==> config.mk <==
export PLATFORM = sky130hd
export DESIGN_NAME = mmbd_ram
export DESIGN_NICKNAME = d
export VERILOG_FILES = /design/src/rtl/mmbd_ram.sv
export SDC_FILE = /design/constraint.sdc
export NUM_CORES = 1
export LEC_CHECK = 0
export ABC_AREA = 1
export BUFFER_PORTS_ARGS = -buffer_cell sky130_fd_sc_hd__buf_2
export CAP_MARGIN = 30
export CORE_MARGIN = 3
export CORE_UTILIZATION = 45
export DETAILED_ROUTE_END_ITERATION = 8
export GPL_TIMING_DRIVEN = 0
export MAX_ROUTING_LAYER = met4
export PLACE_DENSITY_LB_ADDON = 0.15
export SLEW_MARGIN = 20
export SYNTH_ARGS = -nofsm -noshare
export SYNTH_HDL_FRONTEND = slang
export SYNTH_SLANG_ARGS = --single-unit
==> constraint.sdc <==
create_clock -name clk -period 2.4 [get_ports clk]
set_clock_uncertainty 0.1 [all_clocks]
set_input_delay 0.12 -clock clk [delete_from_list [all_inputs] [get_ports clk]]
set_output_delay 0.12 -clock clk [all_outputs]
set_load 0.01 [all_outputs]
==> src/rtl/mmbd_ram.sv <==
// ----------------------------------------------------------------------------
// mmbd_ram
// Single-port byte RAM with registered read data.
// ----------------------------------------------------------------------------
module mmbd_ram #(
  parameter int DEPTH = 128,
  parameter int WIDTH = 8,
  parameter int AW    = $clog2(DEPTH)
) (
  input  logic             clk,
  input  logic             en,
  input  logic             we,
  input  logic [AW-1:0]    addr,
  input  logic [WIDTH-1:0] wdata,
  output logic [WIDTH-1:0] rdata
);

  logic [WIDTH-1:0] mem [DEPTH];

  always_ff @(posedge clk) begin
    if (en) begin
      if (we) begin
        mem[addr] <= wdata;
      end else begin
        rdata <= mem[addr];
      end
    end
  end

endmodule

* Word-level counts from Yosys, hierarchy flattened
Memory sizes are Yosys's and may differ from the RTL's. A register that Yosys moved wholly into a read port is not among the register bits.
Cells that the tools add are included.
** Operators by class
- Add/sub/neg operators :: 0
- $mul :: 0
- Divide/modulo/power cells :: 0
- Magnitude comparators :: 0
- Equality and inequality tests :: 0
- Shifts and indexed selects :: 0
- Multiplexer cells :: 3
- Bitwise operators :: 1
- Reductions and logical operators :: 1
** Operators with widths (number)
- 1-bit two-way mux :: 3
- 2-bit AND reduction :: 1
- 1-bit NOT :: 1
** Storage, ports and cells
- Register bits after elaboration :: 0
- Latch bits :: 0
- RAM bits :: 1024
- Bits in read-only memories :: 0
- Input port bits :: 18
- Memories :: 1
** Memory list
- mem :: depth 128, bits a word 8, rd ports 1, clocked after Yosys merged registers in 1, write ports 1, line 18 : logic [WIDTH-1:0] mem [DEPTH];

* Depth between registers and ports, before layout
- Depth in word-level cells :: 3
- Depth in mapped cells :: 17
- Gate-level depth less buffers :: 13

* Worst setup path after synthesis
No wires, ideal clock.
- Kind :: input port to flip-flop
- Start point :: input addr[1]
- End point :: memory mem[92][0] (enable)
- Arrival :: 1.568 ns
- Slack :: 0.362 ns
- Stages on the path :: 6
- Buffers on the path :: 3
- Path through :: buf_2 -> clkbuf_1 -> nor2_2 -> nand3_1 -> clkbuf_1 -> nor2_1
** RTL lines
- start, declared :: line 13 : input logic [AW-1:0] addr,
- end, declared :: line 18
Straight into the memory's write port.

* Worst setup path after layout
- Start point :: input we
- End point :: memory mem[48][4] (enable)
** Between the ends
- Word-level cells in the longest chain between the ends :: 3
** RTL lines
- start, declared :: line 12 : input logic we,
- 1-bit two-way mux :: line 22 : if (we) begin
- 1-bit two-way mux :: line 21 : if (en) begin
- 1-bit two-way mux (implied by the code) :: line 23 : mem[addr] <= wdata;
Every way passes these cells.

==> results.sh <==
export IMPL_core_area_sq_mm=0.0959
export IMPL_first_pass_iters=7
export IMPL_worstHoldPathType="primary input to flip-flop"
export IMPL_grt_use_total_pct=26.4
export IMPL_synth_seq_cells=1032
export IMPL_drt_iter0_drc=3430
export IMPL_leakage_nw=20.6
export IMPL_io_pins=26
export IMPL_die_h_microns=318
export IMPL_whs_ns=0.291
export IMPL_crit_type="primary input to flip-flop"
export IMPL_yosysMostFrequentCell="nand2_1"
export IMPL_slowest_stage="nand3_1"
export IMPL_worstSetupEndpointType="flip-flop"
export IMPL_dieWidth_microns=318
export IMPL_max_vdd_ir_drop_mv=0.677
export IMPL_hold_viol=0
export IMPL_wl_per_cell_microns=22.1
export IMPL_cap_violations=0
export IMPL_syn_num_nets=4411
export IMPL_cellPowerDensity_mw_per_mm2=779
export IMPL_start_util_pct=45.7
export IMPL_outcome="finished, violations left"
export IMPL_synthCells=4393
export IMPL_clockBufferDepth=3
export IMPL_cts_sinks=1032
export IMPL_routed_via_density=5.18
export IMPL_ctsRootBufferMaster="clkbuf_16"
export IMPL_slew_headroom_pct=31.7
export IMPL_rsz0062_at_grt="true"
export IMPL_synth_seq_area_share_pct=70.7
export IMPL_violations="negative setup slack"
export IMPL_overflow=0
export IMPL_place_congestion=0.971
export IMPL_ys_warn_count=0
export IMPL_critPathMaxFanout=10
export IMPL_min_period_over_period_pct=103
export IMPL_path_buf_inv=4
export IMPL_worst_slew_pin_slew_ns=1.02
export IMPL_finalWirelength_mm=131
export IMPL_required_ns=2.68
export IMPL_final_nets=4573
export IMPL_area_delta_synth_final_pct=14.4
export IMPL_path_delay_family="buffers and inverters"
export IMPL_setup_violations=63
export IMPL_grt_max_degree=97
export IMPL_synth_commonest_cells="nand2_1 (2775), edfxtp_1 (1032), nor2_1 (237), clkbuf_1 (98), buf_2 (92)"
export IMPL_antenna_found_initial=3
export IMPL_cp_arrival_ns=2.74
export IMPL_clk_latency_ns=0.69
export IMPL_start_kind="primary input"
export IMPL_antenna_left=0
export IMPL_grt_pass1_vias=29000
export IMPL_clkSlewWorstSetupHoldPaths_ns=0.06
export IMPL_cts_buffers=108
export IMPL_yosysUniqueCellTypes=20
export IMPL_ctsHtreeMaxLevel=3
export IMPL_cts_tree="built"
export IMPL_synthArstFlopShare_pct=0
export IMPL_dp_hpwl_mm=87.0
export IMPL_port_buffers=22
export IMPL_drive_above_1_share_pct=9.32
export IMPL_core_rowCount=113
export IMPL_grt_pass1_wl_mm=191
export IMPL_cp_cell_sequence="dlygate4sd3_1, buf_2, nand2_1, clkinv_1, nand3_1, buf_4, nor2_2"
export IMPL_utilization_pct=52.3
export IMPL_yosys_area_top_type="edfxtp_1"
export IMPL_fin_crit_ns=2.47
export IMPL_synth_flop_cell="edfxtp_1"
export IMPL_synth_area_leaders="edfxtp_1 (71%), nand2_1 (24%), nor2_1 (2.0%)"
export IMPL_drc=0
export IMPL_nFillCells=8649
export IMPL_avgSynthCellArea_sq_um=9.98
export IMPL_slowest_delay_ns=0.57
export IMPL_syn_area_sq_mm=0.0439
export IMPL_max_freq_ghz=0.405
export IMPL_final_max_slew_viol_count=0
export IMPL_dieArea_sq_mm=0.101
export IMPL_synth_top_area_share_pct=70.7
export IMPL_vias=30600
export IMPL_setup_ws_ns=-0.0682
export IMPL_synth_edf_count=1032
==> worst min-delay path, delay by kind of cell <==
family,cells,cell delay [ns]
buf+inv,1,0.19
simple gates,4,0.58
==> cells in the final DEF (no fill, tap or decap), types with 5 or more instances in the layout <==
| cell type | count |
|---|---|
| bufinv_16 | 11 |
| clkbuf_1 | 84 |
| edfxtp_1 | 1032 |
| inv_1 | 64 |
| nor2_2 | 24 |
| or2_2 | 10 |
| o21ai_0 | 5 |
| clkinv_1 | 38 |
| nand3_1 | 27 |
| nand3_2 | 6 |
| buf_16 | 9 |
| a21oi_1 | 6 |
| dlygate4sd3_1 | 10 |
| buf_2 | 104 |
| buf_4 | 18 |
| clkinv_2 | 25 |
| clkbuf_16 | 110 |
| nor2_1 | 150 |
| nand2_1 | 2771 |
| buf_1 | 20 |
| clkbuf_4 | 5 |
| nor2_4 | 64 |
| clkbuf_2 | 18 |
| buf_6 | 9 |
==> layout make-up <==
type	instances	area [sq um]	area share (%)
Multi-Input combinational cell	3076	12200	24.4
Clock buffer	120	2790	5.56
Clock inverter	81	668	1.33
Buffer	218	1020	2.04
Tap cell	1265	1580	3.16
Antenna cell	4	10.0	0.0200
Inverter	67	251	0.501
Timing Repair Buffer	52	607	1.21
Sequential cell	1032	31000	61.8
==> through the flow <==
step	instances	setup TNS, ns	worst slack [ns]	cell area [sq um]	power, mW
floorplan	4393	0	0.362	43900	21.6
global placement	5680	-2158.13	-2.48	45500	22.8
detailed placement	5696	-1417.16	-2.00	45900	22.9
CTS	5908	-0.185	-0.0227	49900	39.2
global route	5912	-4.25	-0.103	50200	40.3
finish	5915	-2.16	-0.0682	50200	39.1
==> routing by layer <==
metal	wire length, microns	vias to the layer above	GRT usage [%]
li1	-	14500	-
met1	57000	14700	36.9
met2	58300	1218	39.6
met3	11600	236	4.73
met4	4050	0	8.11
met5	0	-	-
==> final timing paths <==
path / slack [ns] / startpoint / depth (start not counted) / end
worst max-delay path: -0.07 / we / 7 / mem[48][4]
worst min-delay path: 0.29 / addr[6] / 5 / rdata[3]
worst max register to register: 0.21 / mem[117][6] / 10 / rdata[6]
worst min register to register: 1.12 / mem[21][3] / 12 / rdata[3]
==> cells by family after synthesis <==
family,after synthesis,synth area share (%)
buf+inv,285,2.77
flops,1032,70.7
simple gates,3063,26.4
compound gates,13,0.160
==> what timing repair did <==
item                                    4_1_cts  5_1_grt
endpoints found under the setup margin      982      329
setup buffers                                 1        0
endpoints found under the hold margin       565        0
pin swaps                                     1        0
gates cloned                                  0        0
hold buffers                                 10        0
gates resized for setup                     134       71
==> power by group <==
| part | switching [mW] | internal, mW | total [mW] | leakage [nW] |
|---|---|---|---|---|
| combinational | 2.09 | 0.603 | 2.70 | 9.65 |
| clock | 7.01 | 9.50 | 16.5 | 1.70 |
| sequential | 0.00994 | 19.9 | 19.9 | 9.28 |
| total | 9.11 | 30.0 | 39.1 | 20.6 |
==> sequential cells by signal, summed over array words and instances (netlist names) <==
| signal | count |
|---|---|
| rdata | 8 |
| mem | 1024 |
No activity file was read; power rests on OpenSTA's default activity.
