File: config.mk
export PLATFORM = sky130hd
export DESIGN_NAME = mmbd_decode
export DESIGN_NICKNAME = d
export VERILOG_FILES = /design/src/rtl/mmbd_pkg.sv /design/src/rtl/mmbd_decode.sv
export SDC_FILE = /design/constraint.sdc
export NUM_CORES = 1
export LEC_CHECK = 0
export BUFFER_PORTS_ARGS = -buffer_cell sky130_fd_sc_hd__buf_2
export CAP_MARGIN = 20
export CORE_MARGIN = 2
export CORE_UTILIZATION = 35
export DETAILED_ROUTE_END_ITERATION = 16
export MAX_ROUTING_LAYER = met4
export PLACE_DENSITY = 0.78
export SLEW_MARGIN = 20
export SYNTH_ARGS = -nofsm -noshare
export SYNTH_HDL_FRONTEND = slang
export SYNTH_SLANG_ARGS = --single-unit
File: constraint.sdc
create_clock -name vclk -period 2.6
set_input_delay 0.52 -clock vclk [all_inputs]
set_output_delay 0.52 -clock vclk [all_outputs]
set_load 0.05 [all_outputs]
File: src/rtl/mmbd_pkg.sv
// ----------------------------------------------------------------------------
// mmbd_pkg
// Shared types and memory map constants for the memory map bus decoder.
// ----------------------------------------------------------------------------
package mmbd_pkg;

  // memory map boundaries
  localparam logic [15:0] BOOT_END    = 16'h0100;
  localparam logic [15:0] VRAM_BASE   = 16'h8000;
  localparam logic [15:0] XRAM_BASE   = 16'hA000;
  localparam logic [15:0] WRAM_BASE   = 16'hC000;
  localparam logic [15:0] ECHO_BASE   = 16'hE000;
  localparam logic [15:0] ECHO_END    = 16'hFE00;
  localparam logic [15:0] ECHO_OFFSET = 16'h2000;
  localparam logic [15:0] OAM_BASE    = 16'hFE00;
  localparam logic [15:0] OAM_END     = 16'hFEA0;
  localparam logic [15:0] IO_BASE     = 16'hFF00;
  localparam logic [15:0] HRAM_BASE   = 16'hFF80;
  localparam logic [15:0] IE_ADDR     = 16'hFFFF;

  // local storage sizes
  localparam int WRAM_DEPTH = 8192;
  localparam int HRAM_DEPTH = 127;
  localparam int WRAM_AW    = 13;
  localparam int HRAM_AW    = 7;

  localparam logic [7:0] OPEN_BUS = 8'hFF;

  typedef enum logic [2:0] {
    TGT_LOCAL = 3'd0,
    TGT_BOOT  = 3'd1,
    TGT_CART  = 3'd2,
    TGT_VIDEO = 3'd3,
    TGT_IO    = 3'd4,
    TGT_IE    = 3'd5
  } target_t;

  typedef enum logic [1:0] {
    RD_CONST = 2'd0,
    RD_WRAM  = 2'd1,
    RD_HRAM  = 2'd2
  } rd_src_t;

  // decode result for one transaction
  typedef struct packed {
    target_t     target;
    logic [15:0] taddr;
    logic        fwd_write;
    logic [7:0]  fwd_data;
    rd_src_t     rd_src;
    logic [7:0]  rd_const;
    logic        wram_en;
    logic        wram_we;
    logic        hram_en;
    logic        hram_we;
    logic        clear_boot;
  } dec_t;

endpackage

File: src/rtl/mmbd_decode.sv
// ----------------------------------------------------------------------------
// mmbd_decode
// Address decode of one bus transaction against the memory map.
// ----------------------------------------------------------------------------
module mmbd_decode (
  input  logic           op,
  input  logic [15:0]    addr,
  input  logic [7:0]     wdata,
  input  logic           dma_active,
  input  logic           boot,
  input  logic           cart_present,
  output mmbd_pkg::dec_t dec
);
  import mmbd_pkg::*;

  logic in_echo;
  logic in_hram;
  logic blocked;
  logic cart_area;

  assign in_echo   = (addr >= ECHO_BASE) && (addr < ECHO_END);
  assign in_hram   = (addr >= HRAM_BASE) && (addr != IE_ADDR);
  assign blocked   = dma_active && !in_hram;
  assign cart_area = (addr < VRAM_BASE) || ((addr >= XRAM_BASE) && (addr < WRAM_BASE));

  always_comb begin
    dec          = '0;
    dec.target   = TGT_LOCAL;
    dec.rd_src   = RD_CONST;
    dec.taddr    = in_echo ? (addr - ECHO_OFFSET) : addr;

    if (blocked) begin
      dec.rd_const = op ? 8'h00 : OPEN_BUS;
    end else if (cart_area) begin
      if (!op) begin
        dec.clear_boot = boot && (addr == BOOT_END);
        if (boot && (addr < BOOT_END)) begin
          dec.target = TGT_BOOT;
        end else if (cart_present) begin
          dec.target = TGT_CART;
        end
      end else if (!boot && cart_present) begin
        dec.target    = TGT_CART;
        dec.fwd_write = 1'b1;
      end
    end else if ((addr < XRAM_BASE) || ((addr >= OAM_BASE) && (addr < OAM_END))) begin
      dec.target    = TGT_VIDEO;
      dec.fwd_write = op;
    end else if ((addr >= IO_BASE) && (addr < HRAM_BASE)) begin
      dec.target    = TGT_IO;
      dec.fwd_write = op;
    end else if (addr == IE_ADDR) begin
      dec.target    = TGT_IE;
      dec.fwd_write = op;
    end else if (addr >= HRAM_BASE) begin
      dec.hram_en = 1'b1;
      dec.hram_we = op;
      dec.rd_src  = op ? RD_CONST : RD_HRAM;
    end else if (addr >= OAM_END) begin
      // unusable region
      dec.rd_const = op ? 8'h00 : OPEN_BUS;
    end else begin
      // work ram and its echo
      dec.wram_en = 1'b1;
      dec.wram_we = op;
      dec.rd_src  = op ? RD_CONST : RD_WRAM;
    end

    dec.fwd_data = dec.fwd_write ? wdata : 8'h00;
  end

endmodule

# Yosys cells after proc, flatten, opt, wreduce, memory -nomap -nowiden
# Cells that the tools add are included.
classes:
  n_lt_le_gt_ge: 13
  mux: 36
  n_reduce_logical: 13
  n_eq_ne: 3
  add_sub_neg: 1
op_table:
  columns: ["operator", "n"]
  rows:
  - ["$ge A16 B16 Y1 const B", 6]
  - ["$lt A16 B16 Y1 const B", 6]
  - ["$mux W14", 4]
  - ["$mux W8", 4]
  - ["$mux W3", 6]
  - ["$eq A16 B16 Y1 const B", 1]
  - ["$eq A16 B9 Y1 const B", 1]
  - ["$lt A16 B9 Y1 const B", 1]
  - ["$mux W16", 1]
  - ["$mux W2", 8]
  - ["$ne A16 B16 Y1 const B", 1]
  - ["$sub A16 B14 Y16 const B", 1]
  - ["$mux W1", 11]
  - ["$mux W10", 1]
  - ["$logic_and A1 B1 Y1", 9]
  - ["$mux W5", 1]
  - ["$logic_not A1 Y1", 2]
  - ["$logic_or A1 B1 Y1", 2]
word_totals:
  output_inout_bits: 43
  ff_bits: 0
  elab_cells: 66
  input_bits: 28

# Depth between registers and ports, before layout
depth:
  depth_word: 8
  mapped_depth: 6
  mapped_depth_nobuf: 5

# Least setup slack after synthesis
# No wires, ideal clock.
synth_path:
  kind: "input-to-output"
  startpoint: "in addr[6]"
  endpoint: "out dec[10] (netlist bit)"
  stages: 5
  required_ns: 2.080
  path_buffers: 1
  slack_ns: -1.354
  arrival_time_ns: 3.434
  path_cell_list: "nor4_1 > nand2_1 > o31a_1 > o32ai_1 > buf_4"
synth_lines:
  columns: ["element", "line", "source"]
  rows:
  - ["start, declared", "mmbd_decode.sv:7", "input logic [15:0] addr,"]
  - ["end, declared", "mmbd_decode.sv:12", "output mmbd_pkg::dec_t dec"]

==> results.py <==
metrics = {
    "timing": {
        "finalWorstSetupSlack_ns": -0.262,
        "max_freq_mhz": 349,
        "fin_crit_sh_pct": 110,
        "whs_ns": 1.35,
        "post-route-min-period_ns": 2.86,
        "finalMaxSlewViolations": 0,
        "relSlewSlack_pct": 63.6,
        "hold_viol_final": 0,
        "grt_setup_unrepaired": "true",
        "setup_viol": 27,
        "tightest_slew_ns": 0.546,
    },
    "global_route": {
        "grt_pass1_vias": 1301,
        "grt_pass1_wl_microns": 5910,
        "grt_use_total_pct": 27.8,
        "antenna_found_initial": 0,
        "grt_start_max_net_pins": 12,
        "globalRouteOverflowTotal": 0,
    },
    "setup_path": {
        "critPathMostFrequentCell": "buf_6",
        "path_class": "input port to primary output",
        "crit_buf_inv": 4,
        "startpoint_type": "input port",
        "critical_path.slowest_cell": "or4_4",
        "critPathCapture": "dec[15]",
        "path_max_fanout": 11,
        "crit_family": "simple AND/OR/NAND/NOR gates",
        "cp_cell_sequence": "buf_6 -> or4_4 -> nor4_4 -> buf_4 -> o2bb2ai_4 -> buf_12 -> a2111oi_4 -> buf_6",
        "worstSetupPathDepth": 8,
        "cp.arrival_ns": 2.34,
        "critPathRequiredTime_ns": 2.08,
        "max_stage_delay_ns": 0.55,
        "endpoint_kind": "primary output",
        "crit_start": "addr[6]",
    },
    "die": {
        "die_w_microns": 54.5,
        "fp.dieH_microns": 54.5,
        "core_sq_mm": 0.00245,
        "start_util_pct": 36.3,
        "num_rows": 18,
        "die_area_sq_mm": 0.00296,
        "io_pins": 71,
    },
    "synth": {
        "synth_adder_area_share_pct": 4.21,
        "synth.top_cell.area_share_pct": 16.9,
        "synth_top_family_by_area": "compound AO/OA/AOI/OAI gates",
        "synthMuxAreaShare_pct": 0,
        "synth_cell_type_count": 45,
        "synthXorXnorAreaFrac_pct": 0,
        "synth_compound_area_share_pct": 36.7,
        "synth_warnings": 0,
        "synth_area_per_cell_sq_um": 7.18,
        "synthCells": 124,
        "yosys.area.top_type": "buf_4",
        "syn_area_sq_um": 891,
        "synthTopCellsByArea": "buf_4, a2111oi_2, inv_1",
        "synth_seq_area_share_pct": 0,
        "synth_nets": 155,
        "synth-simple-area-share_pct": 31.5,
    },
    "pwr": {
        "irDropWorstVdd_mv": 0.210,
        "p_comb_share_pct": 100.0,
        "power_frac_clock_pct": 0,
        "power.net_switching_uw": 225,
        "power.leakage_nw": 0.837,
        "p_seq_share_pct": 0,
        "p_sw_share_pct": 64.2,
        "intPower_uw": 126,
        "p_per_area_mw_per_mm2": 173,
    },
    "routing": {
        "ant_nets": 0,
        "wirelength_microns": 3990,
        "route.met2.wl_microns": 2250,
        "wl_met3_microns": 212,
        "top_layer_used": "met4",
        "avgViaCountPerCell": 5.66,
        "vias": 1380,
        "remaining_drc_errors": 0,
        "wl_met1_microns": 1460,
        "dr.first_iter.drc_count": 10,
        "routedWlPerCell_microns": 16.3,
        "firstDrtPassIters": 4,
    },
    "finish": {
        "seq_cells": 0,
        "multi_input_area_sq_mm": 0.00102,
        "drive_above_1_share_pct": 71.5,
        "fin_util_pct": 82.8,
        "syn_to_final_growth_pct": 128,
        "finalNetCount": 247,
        "instances_no_fill": 244,
        "nClkBuffers": 0,
        "fill_cells": 151,
        "regArea_sq_um": 0,
        "diodes": 0,
    },
    "outcome": {
        "status": "finished, violations left",
        "violations": "setup timing",
    },
    "min_path": {
        "hp-class": "input port to primary output",
    },
    "placement": {
        "dp_cells": 240,
        "dpl.hpwl_microns": 3030,
        "portBuffers": 71,
        "gp_congestion": 0.946,
    },
    "flow_run": {
        "drv_cap": 0,
    },
}
-- cell usage after synthesis, drive strengths merged, types with 2 or more instances --
cell type and count:
clkbuf 2, or3 2, nand3 5, or4 3, nand4 7, nor4b 2, inv 15, o21ai 5
a21oi 3, ha 3, o311ai 2, buf 24, a211oi 3, o211ai 2, a2111oi 8, a211o 2
nand2 5, nor3 3, nor2 6, nor4 6, or2 2
-- cell type report --
class                           count  area share [%]
Multi-Input combinational cell     83            50.4
Timing Repair Buffer              116            45.0
Inverter                           15            2.77
Tap cell                           30            1.85
-- routing by layer --
metal / global-route usage, % / vias to the layer above
met5: - / -
met4: 5.42 / 0
met3: 1.37 / 9
met2: 56.4 / 64
met1: 29.2 / 666
li1: - / 641
-- power by group through the flow --
stage                     sequential [mW]  clock, mW  combinational, mW
after global placement                  0          0              0.314
after detailed placement                0          0              0.322
after floorplan                         0          0              0.237
after CTS                               0          0              0.339
final                                   0          0              0.351
after global routing                    0          0              0.369
-- worst min path at each step --
stage,endpoint,from,slack [ns],cells after the start
finish,dec[29],addr[5],1.35,2
global route,dec[29],addr[5],1.36,2
CTS,dec[29],addr[5],1.35,2
detailed placement,dec[29],addr[5],1.35,2
global placement,dec[29],addr[5],1.35,2
floorplan,dec[13],op,1.11,1
-- per-stage QoR --
step | area [sq um] | setup WS, ns | power (mW) | TNS (ns)
CTS | 1970 | -0.222 | 0.339 | -4.16
floorplan | 1310 | -0.275 | 0.237 | -4.53
finish | 2030 | -0.262 | 0.351 | -5.53
global route | 2030 | -0.319 | 0.369 | -7.13
detailed placement | 1790 | -0.326 | 0.322 | -6.64
global placement | 1790 | -0.248 | 0.314 | -5.23
-- cell families after synthesis --
kind of cell,Yosys count
buffers and inverters,41
AND/OR/NAND/NOR,45
adder cells (fa/ha/maj),3
AO/OA/AOI/OAI,35
-- cell usage in the layout (no fill, tap or decap), types with 3 or more instances in the layout --
master and instances:
ha_1 3, buf_2 43, nand2_1 5, nand3_1 3, buf_6 30, buf_4 40, nor2_1 5, inv_1 15
buf_12 3, nand4_1 7, a2111oi_4 8, nor4_4 5
-- timing repair --
action | CTS | global route
gates cloned | 0 | 0
pin swaps | 4 | 5
resized for setup | 49 | 18
setup buffers | 2 | 2
endpoints found under the setup margin | 27 | 27
hold buffers | 0 | 0
Power figures use the tool's default switching activity.
